===== src/sv/bfbp_pkg.sv =====
// Shared types and constants for the best-fit buffer pool.
// Depends on nothing; every other file of the block imports it.
package bfbp_pkg;
   localparam int FREE_DEPTH  = 16;
   localparam int HANDLE_BITS = 16;
   localparam int SIZE_BITS   = 32;
   localparam int KB_BITS     = 22;
   localparam int KB_SHIFT    = 10;
   localparam int IDX_BITS    = $clog2(FREE_DEPTH);
   localparam int CNT_BITS    = $clog2(FREE_DEPTH + 1);
   localparam int INUSE_BITS  = 16;
   localparam int ROUND_BITS  = SIZE_BITS + 2;
   localparam logic [SIZE_BITS:0] MIN_PAGE = (SIZE_BITS + 1)'(4096);

   localparam logic CSR_PAGE_SIZE = 1'b0;
   localparam logic CSR_MIN_SIZE  = 1'b1;

   typedef struct packed {
      logic [HANDLE_BITS-1:0] handle;
      logic [SIZE_BITS-1:0]   size;
   } entry_type;

   typedef enum logic [2:0] {
      STAT_REUSED    = 3'd0,
      STAT_CREATE    = 3'd1,
      STAT_EVICT     = 3'd2,
      STAT_RETURNED  = 3'd3,
      STAT_ZERO      = 3'd4,
      STAT_UNDERFLOW = 3'd5,
      STAT_OVERFLOW  = 3'd6
   } status_type;

   typedef enum logic [3:0] {
      ST_IDLE, ST_OUT1, ST_SCAN, ST_REUSE, ST_ROUND,
      ST_EV_RD, ST_EV_OUT, ST_SHIFT, ST_RET_WR, ST_CREATE
   } state_type;
endpackage


===== src/sv/best_fit_buffer_pool.sv =====
// Best-fit buffer pool: top level with the request sequencer and output register.
// Depends on bfbp_pkg, bfbp_ram and bfbp_round.
//
// Usage: a request item on the req_ channel either returns a buffer
// (req_type 1) or asks for one (req_type 0). Each request gives one or more
// result items on the rsp_ channel; rsp_last marks the final one. The sizes
// set through csr_ are to be written only while the block is idle; the block
// itself does not enforce it. One request is worked on at a time; req_ready
// is high only between requests. A return to a full list first evicts the
// oldest entry, with a compaction pass through the memory. An allocate scans
// the whole list; a reuse then compacts the entries behind the chosen one,
// one entry a cycle; a miss reads and evicts entries from the front one by
// one, then compacts and reports the new size. All reads go through the
// single read port of the memory.
// Reset empties the list, clears the in-use count and loads page_size_kb 64
// and min_size_kb 256. A result waits in the output register while the
// receiver stalls; the sequencer holds until that register frees up.
module best_fit_buffer_pool import bfbp_pkg::*; (
   input  logic                   clock,
   input  logic                   reset,
   input  logic                   req_valid,
   output logic                   req_ready,
   input  logic                   req_type,
   input  logic [SIZE_BITS-1:0]   req_required_size,
   input  logic [HANDLE_BITS-1:0] req_ret_handle,
   input  logic [SIZE_BITS-1:0]   req_ret_size,
   output logic                   rsp_valid,
   input  logic                   rsp_ready,
   output logic [2:0]             rsp_status,
   output logic [HANDLE_BITS-1:0] rsp_out_handle,
   output logic [SIZE_BITS-1:0]   rsp_out_size,
   output logic                   rsp_last,
   input  logic                   csr_we,
   input  logic                   csr_index,
   input  logic [KB_BITS-1:0]     csr_wdata
);
   state_type state_ff, state_in, nxt_ff, nxt_in;
   logic [KB_BITS-1:0] page_kb_ff, min_kb_ff;
   logic [CNT_BITS-1:0] cnt_ff, cnt_in, src_ff, src_in, dst_ff, dst_in;
   logic [CNT_BITS-1:0] idx_ff, idx_in, sh_ff, sh_in;
   logic [INUSE_BITS-1:0] inuse_ff, inuse_in;
   logic type_ff, type_in;
   logic [SIZE_BITS-1:0] want_ff, want_in, rsize_ff, rsize_in;
   logic [HANDLE_BITS-1:0] rhandle_ff, rhandle_in;
   status_type code_ff, code_in;
   logic rv_ff, rv_in, found_ff, found_in;
   logic [IDX_BITS-1:0] ri_ff, ri_in, best_ff, best_in;
   logic [SIZE_BITS-1:0] bsize_ff, bsize_in;
   logic [HANDLE_BITS-1:0] bhandle_ff, bhandle_in;
   logic [ROUND_BITS-1:0] rounded_ff, rounded_in, rounded_c;
   logic [SIZE_BITS:0] freed_ff, freed_in;

   logic rsp_valid_ff, rsp_valid_in, rsp_last_ff, rsp_last_in;
   status_type rsp_status_ff, rsp_status_in;
   logic [HANDLE_BITS-1:0] rsp_handle_ff, rsp_handle_in;
   logic [SIZE_BITS-1:0] rsp_size_ff, rsp_size_in;

   logic we;
   logic [IDX_BITS-1:0] waddr, raddr;
   entry_type wdata, rdata;
   logic out_free, ld;

   bfbp_ram #(.DEPTH(FREE_DEPTH)) u_ram (
      .clock(clock), .we(we), .waddr(waddr), .wdata(wdata),
      .raddr(raddr), .rdata(rdata)
   );

   bfbp_round u_round (
      .clock(clock), .page_kb(page_kb_ff), .min_kb(min_kb_ff),
      .want_size(want_ff), .rounded(rounded_c)
   );

   always_ff @(posedge clock) begin
      if (reset) begin
         page_kb_ff <= KB_BITS'(64);
         min_kb_ff  <= KB_BITS'(256);
      end else if (csr_we) begin
         case (csr_index)
            CSR_PAGE_SIZE: page_kb_ff <= csr_wdata;
            CSR_MIN_SIZE:  min_kb_ff  <= csr_wdata;
            default: ;
         endcase
      end
   end

   always_ff @(posedge clock) begin
      if (reset) begin
         state_ff     <= ST_IDLE;
         cnt_ff       <= '0;
         inuse_ff     <= '0;
         rv_ff        <= 1'b0;
         rsp_valid_ff <= 1'b0;
      end else begin
         state_ff     <= state_in;
         cnt_ff       <= cnt_in;
         inuse_ff     <= inuse_in;
         rv_ff        <= rv_in;
         rsp_valid_ff <= rsp_valid_in;
      end
      nxt_ff        <= nxt_in;
      src_ff        <= src_in;
      dst_ff        <= dst_in;
      idx_ff        <= idx_in;
      sh_ff         <= sh_in;
      type_ff       <= type_in;
      want_ff       <= want_in;
      rsize_ff      <= rsize_in;
      rhandle_ff    <= rhandle_in;
      code_ff       <= code_in;
      found_ff      <= found_in;
      ri_ff         <= ri_in;
      best_ff       <= best_in;
      bsize_ff      <= bsize_in;
      bhandle_ff    <= bhandle_in;
      rounded_ff    <= rounded_in;
      freed_ff      <= freed_in;
      rsp_last_ff   <= rsp_last_in;
      rsp_status_ff <= rsp_status_in;
      rsp_handle_ff <= rsp_handle_in;
      rsp_size_ff   <= rsp_size_in;
   end

   assign out_free = !rsp_valid_ff || rsp_ready;

   always_comb begin
      state_in = state_ff;  nxt_in = nxt_ff;     cnt_in = cnt_ff;
      src_in = src_ff;      dst_in = dst_ff;     idx_in = idx_ff;
      sh_in = sh_ff;        inuse_in = inuse_ff; type_in = type_ff;
      want_in = want_ff;    rsize_in = rsize_ff; rhandle_in = rhandle_ff;
      code_in = code_ff;    rv_in = 1'b0;        found_in = found_ff;
      ri_in = ri_ff;        best_in = best_ff;   bsize_in = bsize_ff;
      bhandle_in = bhandle_ff;  rounded_in = rounded_ff;  freed_in = freed_ff;
      ld = 1'b0;
      rsp_status_in = rsp_status_ff;  rsp_handle_in = rsp_handle_ff;
      rsp_size_in = rsp_size_ff;      rsp_last_in = rsp_last_ff;
      we = 1'b0;
      waddr = dst_ff[IDX_BITS-1:0];
      wdata = rdata;
      raddr = src_ff[IDX_BITS-1:0];
      req_ready = 1'b0;

      case (state_ff)
         ST_IDLE: begin
            req_ready = 1'b1;
            if (req_valid) begin
               type_in = req_type;
               want_in = req_required_size;
               rsize_in = req_ret_size;
               rhandle_in = req_ret_handle;
               if (req_type) begin
                  if (inuse_ff == '0) begin
                     code_in = STAT_UNDERFLOW;
                     state_in = ST_OUT1;
                  end else begin
                     inuse_in = inuse_ff - 1'b1;
                     if (cnt_ff == CNT_BITS'(FREE_DEPTH)) begin
                        idx_in = '0;
                        state_in = ST_EV_RD;
                     end else begin
                        state_in = ST_RET_WR;
                     end
                  end
               end else if (req_required_size == '0) begin
                  code_in = STAT_ZERO;
                  state_in = ST_OUT1;
               end else begin
                  src_in = '0;
                  found_in = 1'b0;
                  state_in = ST_SCAN;
               end
            end
         end
         ST_OUT1: begin
            if (out_free) begin
               ld = 1'b1;
               rsp_status_in = code_ff;
               rsp_handle_in = '0;
               rsp_size_in = '0;
               rsp_last_in = 1'b1;
               state_in = ST_IDLE;
            end
         end
         ST_SCAN: begin
            // Reads are issued one entry ahead of the compare.
            if (src_ff < cnt_ff) begin
               src_in = src_ff + 1'b1;
               rv_in = 1'b1;
               ri_in = src_ff[IDX_BITS-1:0];
            end
            if (rv_ff && want_ff <= rdata.size && (!found_ff || rdata.size <= bsize_ff)) begin
               found_in = 1'b1;
               best_in = ri_ff;
               bsize_in = rdata.size;
               bhandle_in = rdata.handle;
            end
            if (src_ff >= cnt_ff && !rv_ff) begin
               state_in = found_ff ? ST_REUSE : ST_ROUND;
            end
         end
         ST_REUSE: begin
            if (out_free) begin
               ld = 1'b1;
               rsp_status_in = STAT_REUSED;
               rsp_handle_in = bhandle_ff;
               rsp_size_in = bsize_ff;
               rsp_last_in = 1'b1;
               inuse_in = inuse_ff + 1'b1;
               dst_in = CNT_BITS'(best_ff);
               src_in = CNT_BITS'(best_ff) + 1'b1;
               sh_in = CNT_BITS'(1);
               nxt_in = ST_IDLE;
               state_in = ST_SHIFT;
            end
         end
         ST_ROUND: begin
            rounded_in = rounded_c;
            idx_in = '0;
            freed_in = '0;
            if (rounded_c[ROUND_BITS-1:SIZE_BITS] != '0) begin
               code_in = STAT_OVERFLOW;
               state_in = ST_OUT1;
            end else if (cnt_ff != '0) begin
               state_in = ST_EV_RD;
            end else begin
               state_in = ST_CREATE;
            end
         end
         ST_EV_RD: begin
            raddr = idx_ff[IDX_BITS-1:0];
            state_in = ST_EV_OUT;
         end
         ST_EV_OUT: begin
            raddr = idx_ff[IDX_BITS-1:0];
            if (out_free) begin
               ld = 1'b1;
               rsp_status_in = STAT_EVICT;
               rsp_handle_in = rdata.handle;
               rsp_size_in = rdata.size;
               rsp_last_in = 1'b0;
               idx_in = idx_ff + 1'b1;
               freed_in = freed_ff + (SIZE_BITS + 1)'(rdata.size);
               dst_in = '0;
               src_in = idx_in;
               sh_in = idx_in;
               if (type_ff) begin
                  nxt_in = ST_RET_WR;
                  state_in = ST_SHIFT;
               end else if (idx_in < cnt_ff &&
                            ROUND_BITS'(freed_in) < rounded_ff) begin
                  state_in = ST_EV_RD;
               end else begin
                  nxt_in = ST_CREATE;
                  state_in = ST_SHIFT;
               end
            end
         end
         ST_SHIFT: begin
            // Copy entry src to dst; the read is issued in the cycle before its write.
            if (src_ff < cnt_ff) begin
               src_in = src_ff + 1'b1;
               rv_in = 1'b1;
            end
            if (rv_ff) begin
               we = 1'b1;
               dst_in = dst_ff + 1'b1;
            end
            if (src_ff >= cnt_ff && !rv_ff) begin
               cnt_in = cnt_ff - sh_ff;
               state_in = nxt_ff;
            end
         end
         ST_RET_WR: begin
            we = 1'b1;
            waddr = cnt_ff[IDX_BITS-1:0];
            wdata.handle = rhandle_ff;
            wdata.size = rsize_ff;
            cnt_in = cnt_ff + 1'b1;
            code_in = STAT_RETURNED;
            state_in = ST_OUT1;
         end
         ST_CREATE: begin
            if (out_free) begin
               ld = 1'b1;
               rsp_status_in = STAT_CREATE;
               rsp_handle_in = '0;
               rsp_size_in = rounded_ff[SIZE_BITS-1:0];
               rsp_last_in = 1'b1;
               inuse_in = inuse_ff + 1'b1;
               state_in = ST_IDLE;
            end
         end
         default: state_in = ST_IDLE;
      endcase

      rsp_valid_in = ld ? 1'b1 : (rsp_valid_ff && !rsp_ready);
   end

   assign rsp_valid      = rsp_valid_ff;
   assign rsp_status     = rsp_status_ff;
   assign rsp_out_handle = rsp_handle_ff;
   assign rsp_out_size   = rsp_size_ff;
   assign rsp_last       = rsp_last_ff;

`ifndef ASSERT_OFF
   a_cnt_bound: assert property (@(posedge clock) disable iff (reset)
      cnt_ff <= CNT_BITS'(FREE_DEPTH))
      else $error("free list count above depth");
   a_shift_nonzero: assert property (@(posedge clock) disable iff (reset)
      state_ff == ST_SHIFT |-> sh_ff != '0)
      else $error("compaction pass without a removed entry");
   a_evict_not_last: assert property (@(posedge clock) disable iff (reset)
      rsp_valid_ff && rsp_status_ff == STAT_EVICT |-> !rsp_last_ff)
      else $error("eviction item marked as final");
   a_ret_room: assert property (@(posedge clock) disable iff (reset)
      state_ff == ST_RET_WR |-> cnt_ff < CNT_BITS'(FREE_DEPTH))
      else $error("return written into a full list");
`endif
endmodule


===== src/sv/bfbp_ram.sv =====
// Free-list storage: one write port and one read port with registered read data.
// Depends on bfbp_pkg for the entry type.
module bfbp_ram import bfbp_pkg::*; #(
   parameter int DEPTH = FREE_DEPTH
) (
   input  logic                     clock,
   input  logic                     we,
   input  logic [$clog2(DEPTH)-1:0] waddr,
   input  entry_type                wdata,
   input  logic [$clog2(DEPTH)-1:0] raddr,
   output entry_type                rdata
);
   entry_type mem [DEPTH];
   entry_type rdata_ff;

   always_ff @(posedge clock) begin
      if (we) begin
         mem[waddr] <= wdata;
      end
      rdata_ff <= mem[raddr];
   end

   assign rdata = rdata_ff;
endmodule


===== src/sv/bfbp_round.sv =====
// Page size and rounded new-buffer size from the two size registers.
// Depends on bfbp_pkg; the page size is registered, the rounding follows it.
module bfbp_round import bfbp_pkg::*; (
   input  logic                  clock,
   input  logic [KB_BITS-1:0]    page_kb,
   input  logic [KB_BITS-1:0]    min_kb,
   input  logic [SIZE_BITS-1:0]  want_size,
   output logic [ROUND_BITS-1:0] rounded
);
   logic [SIZE_BITS:0] page_in, page_ff;
   logic [SIZE_BITS:0] raw, smear, minsz, want;
   logic [ROUND_BITS-1:0] mask;

   always_comb begin
      raw = (SIZE_BITS + 1)'({page_kb, KB_SHIFT'(0)});
      smear = raw - 1'b1;
      if (raw <= MIN_PAGE) begin
         page_in = MIN_PAGE;
      end else begin
         // Smear the bits below the top one, then add one: next power of two.
         smear = smear | (smear >> 1);
         smear = smear | (smear >> 2);
         smear = smear | (smear >> 4);
         smear = smear | (smear >> 8);
         smear = smear | (smear >> 16);
         page_in = smear + 1'b1;
      end
   end

   always_ff @(posedge clock) begin
      page_ff <= page_in;
   end

   always_comb begin
      minsz = (SIZE_BITS + 1)'({min_kb, KB_SHIFT'(0)});
      if (minsz < page_ff) minsz = page_ff;
      want = {1'b0, want_size};
      if (want < minsz) want = minsz;
      mask = ROUND_BITS'(page_ff) - 1'b1;
      rounded = (ROUND_BITS'(want) + mask) & ~mask;
   end
endmodule


===== config.mk =====
export PLATFORM = sky130hd
export DESIGN_NAME = best_fit_buffer_pool
export DESIGN_NICKNAME = d
export VERILOG_FILES = /design/src/sv/bfbp_pkg.sv /design/src/sv/best_fit_buffer_pool.sv /design/src/sv/bfbp_ram.sv /design/src/sv/bfbp_round.sv
export SDC_FILE = /design/constraint.sdc
export NUM_CORES = 2
export LEC_CHECK = 0
export BUFFER_PORTS_ARGS = -buffer_cell sky130_fd_sc_hd__buf_2
export CAP_MARGIN = 0
export CORE_ASPECT_RATIO = 0.9
export CORE_MARGIN = 5
export CORE_UTILIZATION = 63
export DETAILED_ROUTE_END_ITERATION = 16
export GPL_TIMING_DRIVEN = 0
export HOLD_SLACK_MARGIN = 0.06
export PLACE_DENSITY = 0.81
export SLEW_MARGIN = 0
export SYNTH_ARGS = -nofsm -noshare
export SYNTH_HDL_FRONTEND = slang
export SYNTH_SLANG_ARGS = --single-unit

===== constraint.sdc =====
create_clock -name clock -period 8.2 [get_ports clock]
set_clock_uncertainty 0.2 [all_clocks]
set_input_delay 0.41 -clock clock [delete_from_list [all_inputs] [get_ports clock]]
set_output_delay 0.41 -clock clock [all_outputs]
set_load 0.02 [all_outputs]

==> impl_metrics.env <==
export IMPL_r2r_setup_slack_ps=280
export IMPL_drt_iter0_markers=5913
export IMPL_post_place_ws_ps=-1695
export IMPL_finalCriticalPeriod_ps=7918
export IMPL_cts_max_level=3
export IMPL_layoutNonFillerInstCount=6310
export IMPL_crit_type="flop to flop"
export IMPL_die_h_um=289.4
export IMPL_placedInstanceArea_um2=57910
export IMPL_worst_pin_slew_ps=1247
export IMPL_portBuffers=161
export IMPL_core_um2=86020
export IMPL_grt_use_total=0.3433
export IMPL_via_per_inst=6.592
export IMPL_netlist_area_um2=54630
export IMPL_place_gp_congestion=0.9692
export IMPL_fillers=5426
export IMPL_synth_cell_type_count=84
export IMPL_slew_headroom=0.1612
export IMPL_final_layout_size_suffix_gt1_frac=0.09394
export IMPL_setup_ws_ps=281.7
export IMPL_reg2reg_depth=31
export IMPL_area_growth_pct=15.07
export IMPL_clk_pin_slew_ps=70
export IMPL_maxCapViolations=0
export IMPL_crit_fanout=10
export IMPL_cp_arrival_ps=8130
export IMPL_slowest_delay_ps=410
export IMPL_synth_fp_nets=4954
export IMPL_tritoncts="yes"
export IMPL_synth_most_common_cell="edfxtp_1"
export IMPL_grt_pass1_wl_um=241200
export IMPL_synth_seq_cells=1181
export IMPL_setup_viol=0
export IMPL_worstReg2RegStart="u_round.page_ff[10]"
export IMPL_die_area_um2=92710
export IMPL_wl_um=163500
export IMPL_via_count=41600
export IMPL_hold_start="req_valid"
export IMPL_hp_class="primary input to flop"
export IMPL_finalMaxSlewViolations=0
export IMPL_cts_buffers=112
export IMPL_ir_drop_mv=0.2333
export IMPL_synth_common_cells="1039 x edfxtp_1, 716 x nand2_1, 282 x a21oi_1"
export IMPL_stdcell_area_um2=62860
export IMPL_initial_core_util=0.6351
export IMPL_power_density_nw_per_um2=395.9
export IMPL_clkLatencyLatePin_ps=710
export IMPL_ant_nets=0
export IMPL_die_width_um=320.4
export IMPL_worstReg2RegEnd="code_ff[1]"
export IMPL_drc=0
export IMPL_nets=5398
export IMPL_synth_top_cell_area_share=0.5711
export IMPL_hpwl_um=114000
export IMPL_antenna_found_initial=2
export IMPL_hold_slack_ps=89.85
export IMPL_end_kind="flop"
export IMPL_leakage_nw=22.75
export IMPL_timing_final_crit_share=0.9657
export IMPL_ctsLongestPathBuffers=3
export IMPL_critPathRequiredTime_ps=8410
export IMPL_status="completed"
export IMPL_fmax_ghz=0.1263
export IMPL_startpoint_type="flop"
export IMPL_grt_overflow=0
export IMPL_hold_depth=3
export IMPL_rsz0062_at_grt="false"
export IMPL_slowest_stage="o31ai_4"
export IMPL_io_pins=163
export IMPL_clock_root_buffer="clkbuf_16"
export IMPL_placed_cells=5980
export IMPL_min_to="want_ff[12]"
export IMPL_ys_flop_type="edfxtp_1"
export IMPL_synth_edf_count=1039
export IMPL_synth_area_leader_cell="edfxtp_1"
export IMPL_ys_seq_area_frac=0.6232
export IMPL_avgSynthCellArea_um2=11.82
export IMPL_synth_warnings=0
export IMPL_firstDrtPassIters=9
export IMPL_async_flop_share=0
export IMPL_grt_max_degree=29
export IMPL_routedWlPerCell_um=25.92
export IMPL_synthCells=4620
export IMPL_synth_top_cells_by_area="edfxtp_1 57%, dfxtp_1 5.2%, ha_1 5.1%"
export IMPL_grt_pass1_vias=39840
export IMPL_hold_violations=0
export IMPL_fp_row_count=102
export IMPL_clock_sinks=1181
==> layout make-up <==
class,instances,area (µm²),share of cell area
Tap cell,1144,1431,0.02277
Timing Repair Buffer,330,2824,0.04492
Inverter,195,732.0,0.01164
Multi-Input combinational cell,2987,19080,0.3036
Antenna cell,3,7.507,0.0001194
Clock inverter,74,709.4,0.01129
Sequential cell,1181,34050,0.5416
Clock buffer,139,2987,0.04751
Buffer,257,1040,0.01654
==> sequential cells by signal, indices dropped and copies added (netlist names), 16 cells and up <==
name and count:
rsize_ff 32, bsize_ff 32, u_ram.rdata 48, rsp_out_size 32, u_round.page_ff 23, rsp_out_handle 16, u_ram.mem 768, want_ff 32
page_kb_ff 22, rhandle_ff 16, min_kb_ff 22, freed_ff 33, inuse_ff 16, bhandle_ff 16, rounded_ff 24
==> kinds of logic (layout without fill, tap and decap cells) <==
family,Yosys count,in the layout,share of synthesized area
compound gates,1133,1133,0.1406
mux,38,38,0.007100
fa+ha+maj,225,225,0.05194
simple gates,1499,1499,0.1306
xor+xnor,92,92,0.01475
buf+inv,452,995,0.03177
other cells,0,3,0
flops,1181,1181,0.6232
==> repair_timing <==
action	in CTS	in global routing
setup buffers	2	3
setup endpoints to repair	24	20
hold buffers	109	0
pin swaps	2	5
hold endpoints to repair	128	0
gates resized for setup	18	23
==> per-layer routing <==
layer  share of wire  track usage
met5               0            0
met4           0.049       0.1531
met3            0.12      0.06804
met2            0.44       0.5245
met1            0.39       0.4855
==> critical path: cells and delay by family (launching register included) <==
family	cells	cell delay, ps
AO/OA/AOI/OAI	15	3490
adder cells (fa/ha/maj)	3	900
buffers and inverters	3	560
flip-flops	1	400
multiplexers	1	260
AND/OR/NAND/NOR	9	1790
==> cell usage in the layout (no fill, tap or decap), types with 15 or more instances in the layout <==
cell	n
a211oi_1	276
a21o_1	84
a21oi_1	282
a222oi_1	22
a311oi_1	97
a31oi_1	109
and2_1	219
and3_1	15
buf_12	23
buf_2	180
buf_4	16
clkbuf_1	246
clkbuf_16	114
clkinv_1	19
clkinv_2	27
dfxtp_1	140
dlygate4sd3_1	109
edfxtp_1	1039
ha_1	222
inv_1	193
mux2i_1	30
nand2_1	716
nand3_1	63
nand4_1	38
nor2_1	133
nor2b_1	28
nor3_1	112
nor3b_1	32
nor4_1	36
o211ai_1	16
o21a_1	28
o21ai_0	76
o21ai_1	31
or3_1	15
xnor2_1	64
xor2_1	28
==> metrics by stage <==
step                utilization  TNS, ps  power [mW]
floorplan                     -        0       15.46
global placement         0.6611  -145790       18.69
detailed placement       0.6732   -18360       19.19
CTS                      0.7298        0       24.47
global route             0.7307        0       25.98
finish                   0.7308        0       24.89
==> power breakdown <==
part / internal, mW / switching, mW
combinational: 3.46 / 7.37
sequential: 8.24 / 0.583
clock: 2.94 / 2.29
total: 14.6 / 10.2
==> worst max-delay path by stage <==
| stage | start | end | slack [ps] | cells after the start |
|---|---|---|---|---|
| after floorplan | u_round.page_ff[10] | code_ff[0] | 760 | 32 |
| after global placement | u_ram.rdata[31] | bhandle_ff[15] | -2330 | 9 |
| after detailed placement | u_round.page_ff[10] | code_ff[0] | -1700 | 32 |
| after CTS | u_round.page_ff[10] | code_ff[1] | 6 | 32 |
| after global routing | u_round.page_ff[10] | code_ff[1] | 10 | 31 |
| final | u_round.page_ff[10] | code_ff[1] | 280 | 31 |
Power figures use the tool's default switching activity.
